`src/rtl/core/ssdi_psc_pkg.sv`:
```
// Types, constants and helper functions of the peak switch controller.
// No dependencies; used by ssdi_psc_cfg, ssdi_psc_fsm and the top level.
`default_nettype none

package ssdi_psc_pkg;

  localparam int SAMPLE_WIDTH = 16;
  localparam int COUNT_WIDTH  = 16;
  localparam int CFG_WIDTH    = 16;
  localparam int INDEX_WIDTH  = 4;
  // Wide enough for sample, threshold and their sum or difference.
  localparam int EXT_W = ((SAMPLE_WIDTH > CFG_WIDTH) ? SAMPLE_WIDTH : CFG_WIDTH) + 2;

  typedef logic signed [SAMPLE_WIDTH-1:0] sample_t;
  typedef logic signed [EXT_W-1:0]        ext_t;
  typedef logic [COUNT_WIDTH-1:0]         count_t;
  typedef logic [INDEX_WIDTH-1:0]         cfg_index_t;
  typedef logic [CFG_WIDTH-1:0]           cfg_data_t;

  typedef enum logic [INDEX_WIDTH-1:0] {
    REG_START_THRESHOLD = 4'd0,
    REG_RETREAT_MARGIN  = 4'd1,
    REG_SWITCH_TICKS    = 4'd2,
    REG_SETTLE_TICKS    = 4'd3
  } reg_index_t;

  localparam logic [14:0] START_THRESHOLD_RESET = 15'd30;
  localparam logic [14:0] RETREAT_MARGIN_RESET  = 15'd15;
  localparam logic [15:0] SWITCH_TICKS_RESET    = 16'd40;
  localparam logic [15:0] SETTLE_TICKS_RESET    = 16'd50;

  typedef struct packed {
    logic [14:0] start_threshold;
    logic [14:0] retreat_margin;
    logic [15:0] switch_ticks;
    logic [15:0] settle_ticks;
  } cfg_t;

  typedef enum logic [2:0] {
    PH_WAIT       = 3'd0,
    PH_POS_HALF   = 3'd1,
    PH_NEG_SWITCH = 3'd2,
    PH_NEG_SETTLE = 3'd3,
    PH_NEG_HALF   = 3'd4,
    PH_POS_SWITCH = 3'd5,
    PH_POS_SETTLE = 3'd6
  } phase_t;

  typedef enum logic [1:0] {
    DRV_OFF = 2'd0,
    DRV_POS = 2'd1,
    DRV_NEG = 2'd2
  } drive_t;

  function automatic ext_t ext_s(sample_t x);
    return EXT_W'(x);
  endfunction

  function automatic ext_t ext_u(logic [15:0] x);
    return $signed(EXT_W'(x));
  endfunction

  function automatic count_t load_count(logic [15:0] t);
    return COUNT_WIDTH'(t);
  endfunction

endpackage

`default_nettype wire

```
`src/rtl/core/ssdi_psc_cfg.sv`:
```
// Configuration registers of the peak switch controller.
// Depends on ssdi_psc_pkg for the register map and reset values.
`default_nettype none

module ssdi_psc_cfg
  import ssdi_psc_pkg::*;
(
  input  wire logic       clk,
  input  wire logic       rst,
  input  wire logic       cfg_write,
  input  wire cfg_index_t cfg_index,
  input  wire cfg_data_t  cfg_data,
  output cfg_t            cfg
);

  always_ff @(posedge clk) begin
    if (rst) begin
      cfg.start_threshold <= START_THRESHOLD_RESET;
      cfg.retreat_margin  <= RETREAT_MARGIN_RESET;
      cfg.switch_ticks    <= SWITCH_TICKS_RESET;
      cfg.settle_ticks    <= SETTLE_TICKS_RESET;
    end else if (cfg_write) begin
      case (cfg_index)
        REG_START_THRESHOLD: cfg.start_threshold <= cfg_data[14:0];
        REG_RETREAT_MARGIN:  cfg.retreat_margin  <= cfg_data[14:0];
        REG_SWITCH_TICKS:    cfg.switch_ticks    <= cfg_data;
        REG_SETTLE_TICKS:    cfg.settle_ticks    <= cfg_data;
        default: ;
      endcase
    end
  end

endmodule

`default_nettype wire

```
`src/rtl/core/ssdi_psc_fsm.sv`:
```
// Phase sequencer, peak trackers and tick counter of the controller.
// Depends on ssdi_psc_pkg; advances one step per enabled cycle.
`default_nettype none

module ssdi_psc_fsm
  import ssdi_psc_pkg::*;
(
  input  wire logic    clk,
  input  wire logic    rst,
  input  wire logic    step,
  input  wire sample_t sample_q,
  input  wire cfg_t    cfg,
  output drive_t       drive_now
);

  phase_t  phase, phase_next;
  sample_t peak_high, peak_high_next;
  sample_t peak_low, peak_low_next;
  count_t  countdown, countdown_next;

  ext_t v, th, dz, hi_upd, lo_upd;
  sample_t hi_track, lo_track;

  always_ff @(posedge clk) begin
    if (rst) begin
      phase     <= PH_WAIT;
      peak_high <= '0;
      peak_low  <= '0;
      countdown <= '0;
    end else if (step) begin
      phase     <= phase_next;
      peak_high <= peak_high_next;
      peak_low  <= peak_low_next;
      countdown <= countdown_next;
    end
  end

  always_comb begin
    v  = ext_s(sample_q);
    th = ext_u({1'b0, cfg.start_threshold});
    dz = ext_u({1'b0, cfg.retreat_margin});
    // Peaks are updated with this sample before the retreat test.
    hi_track = (v > ext_s(peak_high)) ? sample_q : peak_high;
    lo_track = (v < ext_s(peak_low))  ? sample_q : peak_low;
    hi_upd   = ext_s(hi_track) - dz;
    lo_upd   = ext_s(lo_track) + dz;

    phase_next     = phase;
    peak_high_next = peak_high;
    peak_low_next  = peak_low;
    countdown_next = countdown;
    drive_now      = DRV_OFF;

    case (phase)
      PH_WAIT: begin
        peak_high_next = sample_q;
        peak_low_next  = sample_q;
        if (v > th) begin
          phase_next = PH_POS_HALF;
        end else if (v < -th) begin
          phase_next = PH_NEG_HALF;
        end
      end
      PH_POS_HALF: begin
        peak_high_next = hi_track;
        if (v < hi_upd) begin
          phase_next     = PH_NEG_SWITCH;
          countdown_next = load_count(cfg.switch_ticks);
        end
      end
      PH_NEG_SWITCH, PH_POS_SWITCH: begin
        drive_now = (phase == PH_NEG_SWITCH) ? DRV_NEG : DRV_POS;
        if (countdown == '0) begin
          phase_next     = (phase == PH_NEG_SWITCH) ? PH_NEG_SETTLE : PH_POS_SETTLE;
          countdown_next = load_count(cfg.settle_ticks);
        end else begin
          countdown_next = countdown - 1'b1;
        end
      end
      PH_NEG_SETTLE: begin
        if (countdown == '0) begin
          phase_next    = PH_NEG_HALF;
          peak_low_next = sample_q;
        end else begin
          countdown_next = countdown - 1'b1;
        end
      end
      PH_NEG_HALF: begin
        peak_low_next = lo_track;
        if (v > lo_upd) begin
          phase_next     = PH_POS_SWITCH;
          countdown_next = load_count(cfg.switch_ticks);
        end
      end
      PH_POS_SETTLE: begin
        if (countdown == '0) begin
          phase_next     = PH_POS_HALF;
          peak_high_next = sample_q;
        end else begin
          countdown_next = countdown - 1'b1;
        end
      end
      default: ;
    endcase
  end

endmodule

`default_nettype wire

```
`src/rtl/core/ssdi_peak_switch_controller_core.sv`:
```
// Top level of the synchronized-switch peak controller.
// Depends on ssdi_psc_pkg, ssdi_psc_cfg and ssdi_psc_fsm.
`default_nettype none

// One sample item enters per clock cycle while in_stall is low, and one drive
// item leaves for each sample, in order. The sample is held in an input
// register, the phase sequencer works on it there, and the drive code lands
// in the result register. A stalled result register holds its item;
// the input side then stalls only while the input register is also occupied,
// so throughput stays at one item per cycle whenever the output is not stalled.
// Configuration writes take effect on the next cycle and are meant for idle time.
module ssdi_peak_switch_controller_core
  import ssdi_psc_pkg::*;
(
  input  wire logic       clk,
  input  wire logic       rst,
  input  wire logic       in_valid,
  output logic            in_stall,
  input  wire sample_t    sample,
  output logic            out_valid,
  input  wire logic       out_stall,
  output logic [1:0]      drive,
  input  wire logic       cfg_write,
  input  wire cfg_index_t cfg_index,
  input  wire cfg_data_t  cfg_data
);

  cfg_t    cfg;
  drive_t  drive_now;
  logic    s1_valid;
  sample_t s1_sample;
  logic    out_free;
  logic    s1_adv;
  logic    in_take;

  assign out_free = !out_valid || !out_stall;
  assign s1_adv   = s1_valid && out_free;
  assign in_stall = s1_valid && !out_free;
  assign in_take  = in_valid && !in_stall;

  ssdi_psc_cfg u_cfg (
    .clk       (clk),
    .rst       (rst),
    .cfg_write (cfg_write),
    .cfg_index (cfg_index),
    .cfg_data  (cfg_data),
    .cfg       (cfg)
  );

  ssdi_psc_fsm u_fsm (
    .clk       (clk),
    .rst       (rst),
    .step      (s1_adv),
    .sample_q  (s1_sample),
    .cfg       (cfg),
    .drive_now (drive_now)
  );

  always_ff @(posedge clk) begin
    if (rst) begin
      s1_valid <= 1'b0;
    end else begin
      s1_valid <= in_take || (s1_valid && !s1_adv);
    end
  end

  always_ff @(posedge clk) begin
    if (in_take) begin
      s1_sample <= sample;
    end
  end

  always_ff @(posedge clk) begin
    if (rst) begin
      out_valid <= 1'b0;
    end else if (s1_adv) begin
      out_valid <= 1'b1;
    end else if (!out_stall) begin
      out_valid <= 1'b0;
    end
  end

  always_ff @(posedge clk) begin
    if (s1_adv) begin
      drive <= drive_now;
    end
  end

endmodule

`default_nettype wire

```
`config.mk`:
```
export PLATFORM = sky130hd
export DESIGN_NAME = ssdi_peak_switch_controller_core
export DESIGN_NICKNAME = d
export VERILOG_FILES = /design/src/rtl/core/ssdi_psc_pkg.sv /design/src/rtl/core/ssdi_psc_cfg.sv /design/src/rtl/core/ssdi_psc_fsm.sv /design/src/rtl/core/ssdi_peak_switch_controller_core.sv
export SDC_FILE = /design/constraint.sdc
export NUM_CORES = 1
export LEC_CHECK = 0
export ABC_CLOCK_PERIOD_IN_PS = 12600
export BUFFER_PORTS_ARGS = -buffer_cell sky130_fd_sc_hd__buf_2
export CORE_MARGIN = 2
export CORE_UTILIZATION = 65
export CTS_CLUSTER_DIAMETER = 120
export DETAILED_ROUTE_END_ITERATION = 8
export GPL_TIMING_DRIVEN = 0
export HOLD_SLACK_MARGIN = 0.12
export MAX_ROUTING_LAYER = met4
export PLACE_DENSITY = 0.84
export SYNTH_ARGS = -nofsm -noshare
export SYNTH_HDL_FRONTEND = slang
export SYNTH_SLANG_ARGS = --single-unit
```
`constraint.sdc`:
```
create_clock -name clk -period 12.6 [get_ports clk]
set_input_delay 1.26 -clock clk [delete_from_list [all_inputs] [get_ports clk]]
set_output_delay 1.26 -clock clk [all_outputs]
set_load 0.02 [all_outputs]
```
Yosys cells after proc, flatten, opt, wreduce, memory -nomap -nowiden
Index checks and enable logic that the tools add are counted.

Register bits: 133. Output and inout port bits: 4. Logic and storage cells: 89.

Add/sub/neg operators: 4. $lt $le $gt $ge: 6. Eq/ne operators: 17. Multiplexer cells: 22. Reduce and logical (&&, ||, !) cells: 28.

Operator list (count): 2-to-1 mux 16 bit (7); one-hot mux 16 bit (3 select lines) (2); one-hot mux 16 bit (4 select lines) (1); > comparator 16 bit (2); 2-to-1 mux 3 bit (8); less-than comparator 16 x 18 -> 1 bit (1); negator 15 -> 18 bit (1); one-hot mux 3 bit (6 select lines) (1); adder 16 x 16 -> 17 bit (1); > comparator 16 x 17 -> 1 bit (1); less-than comparator 16 x 17 -> 1 bit (1); subtractor 16 x 16 -> 17 bit (1); logical NOT 16 bit (1); less-than comparator 16 bit (1); subtractor 16 x 1 -> 16 bit (second input constant) (1); != test 2 x 1 -> 1 bit (second input constant) (6); equality test 3 bit (second input constant) (3); equality test 4 x 2 -> 1 bit (second input constant) (2); AND reduction 2 bit (4); AND reduction 8 bit (1); equality test 3 x 2 -> 1 bit (second input constant) (2); AND reduction 3 bit (2); nonzero test 3 bit (2); nonzero test 6 bit (1); 14 further kinds (24).

Depth between registers and ports, before layout
Gate-level depths: netlist of run 1.

Depth in word-level cells: 7. Depth in mapped cells: 32. Mapped depth without buffers: 29.

Hierarchy
Synthesis of run 1 repeated with hierarchy kept, for this count alone.

Cell total of the unflattened synthesis: 1143. Area, all modules: 10024.6 um^2.

By module, submodules not included: ssdi_psc_fsm (instances 1, cells each 883, area an instance 6895.4 um^2, sequential area each 1021.0 um^2); ssdi_psc_cfg (instances 1, cells each 232, area an instance 2502.4 um^2, sequential area each 1241.2 um^2); ssdi_peak_switch_controller_core (instances 1, cells each 28, area an instance 626.9 um^2, sequential area each 580.6 um^2).

Worst setup path after synthesis of run 1
OpenSTA, ideal clock, no wires.

Path type: register to register. Start point: register s1_sample[9]. End point: register u_fsm.countdown[7]. Arrival time: 6362 ps. Data required time: 12459 ps. Setup slack: 6098 ps. Cell stages (with the launch flop): 31. Path buffers: 3. Period minus slack after synthesis: 6502 ps. Path through: edfxtp_1 > ha_1 > a211oi_1 > o211ai_1 > a211o_1 > a31o_2 > a21o_1 > nand2_1 > buf_1 > mux2_2 > ha_1 > inv_1 > fa_1 > nor2b_1 > o21a_1 > o21ai_0 > a211oi_1 > o311a_1 > o21a_1 > o21ai_0 > nand3b_1 > ha_1 > inv_1 > a211oi_1 > a31oi_1 > or2_1 > or4b_1 > buf_4 > buf_6 > a21oi_1 > o32ai_2.

Word-level cells in the longest chain between the ends: 6. Elaborated cells on any way between the ends: 11. Those cells by class: add/sub (2); order compare (4); eq/ne (2); mux (2); reduce/logical (1).

RTL lines: from (decl) (line ssdi_peak_switch_controller_core.sv:31) `sample_t s1_sample;`; from (signal assigned) (line ssdi_peak_switch_controller_core.sv:69) `s1_sample <= sample;`; less-than comparator 16 bit or > comparator 16 bit (tied branches) (line ssdi_psc_fsm.sv:44, ssdi_psc_fsm.sv:43); 2-to-1 mux 16 bit (on tied branches) (line ssdi_psc_fsm.sv:44, ssdi_psc_fsm.sv:43); adder 16 x 16 -> 17 bit or subtractor 16 x 16 -> 17 bit (tied branches) (line ssdi_psc_fsm.sv:46, ssdi_psc_fsm.sv:45); > comparator 16 x 17 -> 1 bit or less-than comparator 16 x 17 -> 1 bit (tied branches) (line ssdi_psc_fsm.sv:90, ssdi_psc_fsm.sv:66); != test 2 x 1 -> 1 bit (no source line); AND reduction 5 bit (no source line) *; to (signal assigned) (line ssdi_psc_fsm.sv:34) `countdown <= countdown_next;`; to (decl) (line ssdi_psc_fsm.sv:19) `count_t countdown, countdown_next;`.

Every way passes the cells marked *; elsewhere a longest branch is shown, timed or not. A chain may end at the register's enable or synchronous reset.

Final worst setup path of run 1
Start point: register s1_sample[3]. End point: register u_fsm.countdown[8].

Same word-level chain as after synthesis.

==> out/metrics.cfg, run 1 <==
[synth]
netlist_instances=1183
ys.flop_type=dfxtp_1
yosysMostFrequentCell=nand2_1
async_flop_share=0
synthesis.area_um2=9680
synth_common_cells=nand2_1 (163), ha_1 (128), dfxtp_1 (115), nor2_1 (108), inv_1 (93)
yosys.area.top_type_share=0.238
ys_warn_count=0
synth_edf_count=18
synth.distinct_cells=81
synth_nets=1354
ys_seq_elements=133
yosysTopAreaCell=dfxtp_1
ys_seq_area_frac=0.294
avgSynthCellArea_um2=8.18
synth_area_leaders=dfxtp_1 (24%), ha_1 (17%), nand2_1 (6.3%)

[layout]
layout.cells.non_filler=1443
regArea_um2=2840
fillCellCount=1153
area_growth_pct=10.5
final_nets=1417
fin_area_um2=10700
multi_input_area_um2=6300
diodes=0
drive_gt1_frac=0.0929

[sta]
finalWorstPathRequiredPeriod_ns=8.30
timing.slew.headroom=0.153
fin_skew_ns=0.00619
slew_viol_final=0
fmax_mhz=120
setup-violations-final=0
hold_violations=0
worst_pin_slew_ns=1.26
rsz0062_at_grt=false
timing.final.crit_share=0.659
setup_tns_ns=0

[clocking]
clock_path_buffers=2
hold_buffers=0
insertion_delay_ns=0.44
cts_setup_buffers=0
cts.sinks=133
cts_resized=0
root_buffer=clkbuf_16
cts_tree=built
cts_buffers=17
htree_levels=4
path_clk_slew_ns=0.06

[setup_path]
crit_type=reg -> reg
rrSetupSlack_ns=4.30
end_kind=flop
crit_top_cell=a21oi_1
r2r_end=u_fsm.countdown[8]
critical_path.top_delay_family=compound AO/OA/AOI/OAI gates
max_stage_delay_ns=0.63
crit_path_start_kind=flop
critPathRequiredTime_ns=12.88
worstSetupStartpoint=s1_sample[3]
rr_worst_depth=29
critPathMaxFanout=10
crit_slowest_cell=o311ai_0
critPathBufInv=5
r2r-start=s1_sample[3]
arrival_ns=8.59

[global_route]
grt_remaining_overflow=0
grt_pass1_wl_mm=42.9
grt_pass1_vias=8357
grt_max_degree=17
grt_usage=0.350
antenna_found_initial=0

[flow_run]
maxCapViolations=0

[pwr]
p_per_area_nw_per_um2=132
cellLeakagePower_nw=4.64
ir_drop_mv=0.129

[floorplanning]
rows=44
core_area_um2=14500
die-area_um2=15900
die_h_um=126
initial_utilization=0.666
die_x_um=126
ios=45

[placed_design]
io_buffers=44
place_inst=1411
place_area_um2=10100
dpl.hpwl_mm=19.8
gp_congestion=0.944

[worst_hold_path]
hold_path_class=reg -> reg
hold_path.startpoint=u_cfg.cfg[57]
holdPathStages=2
holdPathEnd=u_cfg.cfg[57]

[route]
wire_per_inst_um=18.3
vias_per_cell=6.20
ant_nets=0
drc_errors=0
vias=8948
drt_iter0_markers=824
wirelength_mm=26.4
dr.pass1.iters=6

[run_status]
status=finished clean

## final cells by class
cell class | count | area share
inverters | 95 | 0.0333
multi-input cells | 915 | 0.589
repair buffers | 44 | 0.0206
clock buffers | 18 | 0.0401
plain buffers | 40 | 0.0173
flip-flops and latches | 133 | 0.266
clock inverters | 14 | 0.0129
well taps | 184 | 0.0215
## sequential cells by signal, summed over array words and instances (netlist names)
| register | count |
|---|---|
| s1_valid | 1 |
| u_fsm.phase | 3 |
| out_valid | 1 |
| u_fsm.countdown | 16 |
| u_fsm.peak_high | 16 |
| s1_sample | 16 |
| u_fsm.peak_low | 16 |
| drive | 2 |
| u_cfg.cfg | 62 |
## layer usage
layer / vias up / track usage / wire [um]
met4: 0 / 0.158 / 1290
met5: - / - / 0
met1: 4078 / 0.450 / 11400
li1: 4341 / - / -
met3: 112 / 0.0845 / 2390
met2: 417 / 0.523 / 11300
## power by group
group          internal [W]  switching (W)  total (W)  leakage [nW]
clock              0.000276       0.000210   0.000486         0.275
sequential         0.000450      0.0000236   0.000474          1.11
combinational      0.000182       0.000268   0.000450          3.26
total              0.000908       0.000501    0.00141          4.64
## worst max path at each step
stage,slack [ns],cells after the start,end
3_3_place_gp,4.66,28,u_fsm.countdown[7]
5_1_grt,3.95,29,u_fsm.countdown[6]
3_5_place_dp,4.60,28,u_fsm.countdown[7]
2_1_floorplan,6.10,30,u_fsm.countdown[7]
4_1_cts,4.52,27,u_fsm.countdown[6]
6_report,4.30,29,u_fsm.countdown[8]
## kinds of logic after synthesis
logic type | share of synthesized area
XOR/XNOR | 0.0389
flip-flops | 0.294
AND/OR/NAND/NOR | 0.188
adder cells (fa/ha/maj) | 0.170
AO/OA/AOI/OAI | 0.193
buffers and inverters | 0.0560
multiplexers | 0.0602
## stage by stage
stage	setup WS, ns	hold slack [ns]	total power, W	util
CTS	4.52	0.458	0.00140	0.736
finish	4.30	0.455	0.00141	0.736
detailed placement	4.60	0.449	0.000915	0.697
global route	3.95	0.469	0.00148	0.736
floorplan	6.10	0.433	0.000810	-
global placement	4.66	0.441	0.000904	0.697
## cell usage in the layout, fill, tap and decap left out, types with 7 or more instances in the layout
cell	synthesis	final
nand2_1	163	163
ha_1	128	128
dfxtp_1	115	115
nor2_1	108	108
inv_1	93	93
a21oi_1	88	88
o21ai_0	70	70
mux2i_1	56	56
buf_2	4	48
clkbuf_1	27	28
nand3_1	24	24
xnor2_1	23	23
xor2_1	20	20
a21o_1	19	19
nor3_1	18	18
edfxtp_1	18	18
clkbuf_16	0	17
o211ai_1	14	14
nand4_1	13	13
a211oi_1	11	11
nor4_1	11	11
o21a_1	9	9
nand2b_1	7	7
and2_1	7	7
and3_1	7	7
or3_1	7	7
## tightest hold or removal path: stages (launching register included)
cell and delay, ns:
dfxtp_1 0.31, nand2_1 0.05, a21oi_1 0.05
(Power assumes the default switching activity.)
==> run 2: changes to the inputs <==
- ABC_AREA: default -> 1
- ABC_CLOCK_PERIOD_IN_PS: 12600 -> 8100
- CORE_UTILIZATION: 65 -> 63
- PLACE_DENSITY: 0.84 -> 0.81
- clock period: 12.6 -> 8.1 ns (I/O delays scaled with it)
==> out/metrics.cfg, run 2 <==
[setup_path]
r2r_end=u_fsm.countdown[9]  ; was u_fsm.countdown[8]
crit_slowest_cell=edfxtp_1  ; was o311ai_0
rrSetupSlack_ns=1.40  ; was 4.30 ns
arrival_ns=7.02  ; was 8.59 ns
max_stage_delay_ns=0.72  ; was 0.63 ns
rr_worst_depth=30  ; was 29
r2r-start=s1_sample[15]  ; was s1_sample[3]
crit_type=reg -> reg  ; unchanged
crit_path_start_kind=flop  ; unchanged
end_kind=flop  ; unchanged
crit_top_cell=nor2_1  ; was a21oi_1
critPathRequiredTime_ns=8.42  ; was 12.88 ns
critPathMaxFanout=14  ; was 10

[layout]
fillCellCount=1419  ; was 1153
final_nets=1731  ; was 1417
finish.utilization=0.705  ; was 0.736
largest_reg_flops=62  ; unchanged
diodes=0  ; unchanged
final_cell_mix=nand2_1 (301), inv_1 (180), a21oi_1 (155)  ; was nand2_1 (163), ha_1 (128), dfxtp_1 (115)
final_common_cell=nand2_1  ; unchanged
top_register=u_cfg.cfg  ; unchanged
area_growth_pct=10.4  ; was 10.5%
drive_gt1_frac=0.0877  ; was 0.0929

[worst_hold_path]
hold_path_class=reg -> reg  ; unchanged
hold_path.startpoint=u_cfg.cfg[30]  ; was u_cfg.cfg[57]
holdPathEnd=u_cfg.cfg[30]  ; was u_cfg.cfg[57]
holdPathStages=2  ; unchanged

[global_route]
grt_pass1_vias=9671  ; was 8357
antenna_found_initial=0  ; unchanged
grt_remaining_overflow=0  ; unchanged
grt_usage=0.352  ; was 0.350
grt_pass1_wl_mm=48.0  ; was 42.9 mm
grt_max_degree=17  ; unchanged

[sta]
finalWorstPathRequiredPeriod_ns=6.70  ; was 8.30 ns
hold_violations=0  ; unchanged
worst_pin_slew_ns=0.831  ; was 1.26 ns
fin_skew_ns=0.00869  ; was 0.00619 ns
setup-violations-final=0  ; unchanged
timing.final.crit_share=0.827  ; was 0.659
fmax_mhz=149  ; was 120 MHz
slew_viol_final=0  ; unchanged
setup_tns_ns=0  ; unchanged
timing.slew.headroom=0.446  ; was 0.153
rsz0062_at_grt=false  ; unchanged

[clocking]
insertion_delay_ns=0.43  ; was 0.44 ns
cts_tree=built  ; unchanged
path_clk_slew_ns=0.06  ; about the same
htree_levels=4  ; unchanged
hold_buffers=0  ; unchanged
root_buffer=clkbuf_16  ; unchanged
clock_path_buffers=2  ; unchanged
cts_buffers=17  ; unchanged
cts_setup_buffers=0  ; unchanged
cts_resized=0  ; unchanged
cts.sinks=133  ; unchanged

[floorplanning]
die_h_um=133  ; was 126 um
ios=45  ; unchanged
die_x_um=133  ; was 126 um
initial_utilization=0.638  ; was 0.666
die-area_um2=17700  ; was 15900 um2
rows=47  ; was 44
core_area_um2=16400  ; was 14500 um2

[synth]
avgSynthCellArea_um2=6.99  ; was 8.18 um2
ys_seq_area_frac=0.271  ; was 0.294
yosysMostFrequentCell=nand2_1  ; unchanged
ys_seq_elements=133  ; unchanged
synth_edf_count=18  ; unchanged
yosysTopAreaCell=dfxtp_1  ; unchanged
synth_area_leaders=dfxtp_1 (22%), ha_1 (15%), nand2_1 (11%)  ; was dfxtp_1 (24%), ha_1 (17%), nand2_1 (6.3%)
synthesis.area_um2=10500  ; was 9680 um2
netlist_instances=1498  ; was 1183
ys_warn_count=0  ; unchanged
synth.distinct_cells=51  ; was 81
yosys.area.top_type_share=0.220  ; was 0.238
synth_nets=1669  ; was 1354
ys.flop_type=dfxtp_1  ; unchanged
async_flop_share=0  ; unchanged
synth_common_cells=nand2_1 (301), inv_1 (180), a21oi_1 (155), ha_1 (128), nor2_1 (124)  ; was nand2_1 (163), ha_1 (128), dfxtp_1 (115), nor2_1 (108), inv_1 (93)

[pwr]
p_per_area_nw_per_um2=232  ; was 132 nW/um2
cellLeakagePower_nw=5.52  ; was 4.64 nW
power_w=0.00268  ; was 0.00141 W
ir_drop_mv=0.193  ; was 0.129 mV

[route]
drt_iter0_markers=1079  ; was 824
drc_errors=0  ; unchanged
vias=10500  ; was 8948
dr.pass1.iters=5  ; was 6
wire_per_inst_um=16.8  ; was 18.3 um
ant_nets=0  ; unchanged
vias_per_cell=5.87  ; was 6.20
wirelength_mm=30.2  ; was 26.4 mm

[placed_design]
dpl.hpwl_mm=23.2  ; was 19.8 mm
gp_congestion=0.965  ; was 0.944
io_buffers=43  ; was 44

[run_status]
status=finished clean  ; unchanged

[flow_run]
maxCapViolations=0  ; unchanged

==> run 2: cell families after synthesis <==
family	count (synthesis)	synth area share
XOR/XNOR	50	0.0418
AO/OA/AOI/OAI	347	0.186
adder cells (fa/ha/maj)	130	0.157
AND/OR/NAND/NOR	604	0.254
flip-flops	133	0.271
buffers and inverters	234	0.0897
==> run 2: cell type report <==
cell class                      instances  area [um2]  area share
Buffer                                 44         221      0.0192
Clock inverter                          7        92.6     0.00801
Inverter                              190         718      0.0621
Clock buffer                           25         507      0.0438
Multi-Input combinational cell       1131        6690       0.579
Timing Repair Buffer                   43         215      0.0186
Tap cell                              220         275      0.0238
Sequential cell                       133        2840       0.246
==> run 2: worst max-delay path by stage <==
stage | start | end | slack, ns | cells after the start
floorplan | s1_sample[15] | u_fsm.countdown[11] | 3.15 | 36
global placement | s1_sample[15] | u_fsm.phase[0] | 1.88 | 30
detailed placement | s1_sample[15] | u_fsm.phase[0] | 1.82 | 30
CTS | s1_sample[15] | u_fsm.phase[0] | 1.70 | 30
global route | s1_sample[15] | u_fsm.phase[0] | 0.93 | 30
finish | s1_sample[15] | u_fsm.countdown[9] | 1.40 | 30
==> run 2: metrics by stage <==
stage | cells | worst slack [ns] | instance area [um2] | hold slack (ns)
after detailed placement | 1761 | 1.82 | 11000 | 0.441
final | 1793 | 1.40 | 11600 | 0.447
after floorplan | 1498 | 3.15 | 10500 | 0.424
after global routing | 1793 | 0.926 | 11600 | 0.477
after global placement | 1761 | 1.88 | 11000 | 0.440
after CTS | 1793 | 1.70 | 11600 | 0.448
==> run 2: metal layers <==
layer,up-vias,share of wire,track usage
met1,4828,0.45,0.479
met4,0,0.023,0.109
met2,506,0.43,0.519
li1,5129,-,-
met5,-,0,-
met3,66,0.095,0.0808
==> run 2: critical path: cells and delay by family, from the launching register on <==
| family | cells | cell delay [ns] |
|---|---|---|
| simple gates | 17 | 2.50 |
| compound gates | 7 | 1.71 |
| fa+ha+maj | 3 | 1.15 |
| flops | 1 | 0.72 |
| buf+inv | 2 | 0.32 |
| xor+xnor | 1 | 0.17 |
==> run 2: where the power goes <==
part	total [W]	internal (W)	switching, W
combinational	0.00113	0.000413	0.000720
sequential	0.000750	0.000710	0.0000400
clock	0.000799	0.000496	0.000303
total	0.00268	0.00162	0.00106
==> run 3: changes to the inputs <==
- ABC_CLOCK_PERIOD_IN_PS: 8100 -> 6300
- clock period: 8.1 -> 6.3 ns (I/O delays scaled with it)
==> out/metrics.cfg, run 3 (synthesis results as in run 2) <==
[pwr]
switchingPower_w=0.00139  ; was 0.00106 W
cellLeakagePower_nw=5.73  ; was 5.52 nW
ir_drop_mv=0.248  ; was 0.193 mV
swShare=0.397  ; was 0.396
seqPwrFrac=0.272  ; was 0.280
p_per_area_nw_per_um2=294  ; was 232 nW/um2
pwr-share-clk=0.294  ; was 0.298
p_comb_frac=0.433  ; was 0.422
internal_power_w=0.00211  ; was 0.00162 W

[clocking]
cts_buffers=17  ; unchanged
cts_tree=built  ; unchanged
hold_buffers=0  ; unchanged
htree_levels=4  ; unchanged
clock_path_buffers=2  ; unchanged
root_buffer=clkbuf_16  ; unchanged
path_clk_slew_ns=0.06  ; about the same
insertion_delay_ns=0.43  ; about the same
cts.sinks=133  ; unchanged

[placed_design]
gp_congestion=0.965  ; unchanged
dpl.hpwl_mm=23.2  ; unchanged
io_buffers=43  ; unchanged
pre_cts_slack_ns=0.0174  ; was 1.82 ns

[sta]
slew_viol_final=0  ; unchanged
timing.final.crit_share=0.937  ; was 0.827
fin_skew_ns=0.00964  ; was 0.00869 ns
worst_pin_slew_ns=0.884  ; was 0.831 ns
fmax_mhz=169  ; was 149 MHz
setup_tns_ns=0  ; unchanged
timing.slew.headroom=0.410  ; was 0.446
fin_ws_ns=0.395  ; was 1.40 ns
hold_violations=0  ; unchanged
setup-violations-final=0  ; unchanged
finalWorstPathRequiredPeriod_ns=5.90  ; was 6.70 ns

[floorplanning]
die-area_um2=17700  ; unchanged
ios=45  ; unchanged
die_h_um=133  ; unchanged
initial_utilization=0.638  ; unchanged
die_x_um=133  ; unchanged
core_area_um2=16400  ; unchanged
rows=47  ; unchanged

[route]
wirelength_mm=31.0  ; was 30.2 mm
vias_per_cell=5.84  ; was 5.87
ant_nets=0  ; unchanged
drc_errors=0  ; unchanged
wire_per_inst_um=16.9  ; was 16.8 um
vias=10700  ; was 10.5k
dr.pass1.iters=7  ; was 5
drt_iter0_markers=1140  ; was 1079

[global_route]
grt_usage=0.353  ; was 0.352
gr-usage-met1=0.481  ; was 0.479
grt_remaining_overflow=0  ; unchanged
grt_pass1_vias=9684  ; was 9671
gr-max-usage-layer=met2  ; unchanged
grt_max_degree=17  ; unchanged
grtUsageMet3=0.0808  ; unchanged
use_met2=0.521  ; was 0.519
antenna_found_initial=0  ; unchanged
grt_pass1_wl_mm=48.2  ; was 48.0 mm

[flow_run]
maxCapViolations=0  ; unchanged

[run_status]
status=finished clean  ; unchanged

[worst_hold_path]
holdPathEnd=s1_sample[5]  ; was u_cfg.cfg[30]
hold_path_class=in -> reg  ; was reg -> reg
holdPathStages=1  ; was 2
hold_path.startpoint=sample[5]  ; was u_cfg.cfg[30]

[setup_path]
max_stage_delay_ns=0.39  ; was 0.72 ns
crit_slowest_cell=edfxtp_1  ; unchanged
critical_path.top_delay_family=simple AND/OR/NAND/NOR gates  ; unchanged
end_kind=flop  ; unchanged
worstSetupStartpoint=s1_sample[13]  ; was s1_sample[15]
rrSetupSlack_ns=0.40  ; was 1.40 ns
rr_worst_depth=31  ; was 30
r2r-start=s1_sample[13]  ; was s1_sample[15]
arrival_ns=6.23  ; was 7.02 ns
crit_path_start_kind=flop  ; unchanged
r2r_end=u_fsm.countdown[9]  ; unchanged
critPathRequiredTime_ns=6.63  ; was 8.42 ns
critPathBufInv=3  ; was 2
critPathMaxFanout=10  ; was 14
crit_type=reg -> reg  ; unchanged

[layout]
drive_gt1_frac=0.121  ; was 0.0877
top_register=u_cfg.cfg  ; unchanged
area_growth_pct=14.0  ; was 10.4%
final_common_cell=nand2_1  ; unchanged
largest_reg_flops=62  ; unchanged
final_cell_mix=nand2_1 (299), inv_1 (179), a21oi_1 (154)  ; was nand2_1 (301), inv_1 (180), a21oi_1 (155)
final_nets=1775  ; was 1731
fillCellCount=1367  ; was 1419
diodes=0  ; unchanged

[run 3: metal layers]
| layer | vias to the layer above | share of wire |
|---|---|---|
| met5 | - | 0 |
| met4 | 0 | 0.021 |
| met3 | 71 | 0.097 |
| met2 | 512 | 0.44 |
| met1 | 4924 | 0.44 |
| li1 | 5220 | - |
[run 3: layout make-up]
cell class,count,area [um2],area share
tap,220,275,0.0231
sequential,133,2840,0.238
inverter,190,718,0.0602
buffer,44,229,0.0192
timing repair buffer,87,546,0.0457
multi-input combinational,1131,6730,0.564
clock inverter,7,92.6,0.00776
clock buffer,25,507,0.0424
[run 3: worst max path at each step]
stage / slack [ns] / cells past startpoint / to
after floorplan: 1.35 / 36 / u_fsm.countdown[11]
after global placement: 0.08 / 30 / u_fsm.phase[0]
after detailed placement: 0.02 / 30 / u_fsm.phase[0]
after CTS: 0.06 / 30 / u_fsm.phase[0]
after global routing: -0.07 / 33 / u_fsm.phase[0]
final: 0.40 / 31 / u_fsm.countdown[9]
[run 3: repair_timing]
item / 4_1_cts / 5_1_grt
gates resized for setup: 0 / 20
setup buffers: 3 / 41
pin swaps: 0 / 1
setup endpoints to repair: 18 / 19
[run 3: power by group through the flow]
stage | Clock [W] | Combinational [W] | Sequential [W]
6_report | 0.00103 | 0.00152 | 0.000955
5_1_grt | 0.00106 | 0.00170 | 0.000959
4_1_cts | 0.00103 | 0.00143 | 0.000960
3_5_place_dp | 0 | 0.00140 | 0.000980
3_3_place_gp | 0 | 0.00136 | 0.000979
2_1_floorplan | 0 | 0.00109 | 0.000964
[run 3: metrics by stage]
step / instances / hold slack (ns) / total power, W / instance area (um2) / utilization
global route: 1837 / 0.366 / 0.00372 / 11900 / 0.728
floorplan: 1498 / 0.424 / 0.00205 / 10500 / -
finish: 1837 / 0.372 / 0.00351 / 11900 / 0.728
detailed placement: 1761 / 0.441 / 0.00238 / 11000 / 0.668
global placement: 1761 / 0.440 / 0.00234 / 11000 / 0.668
CTS: 1796 / 0.370 / 0.00342 / 11600 / 0.706
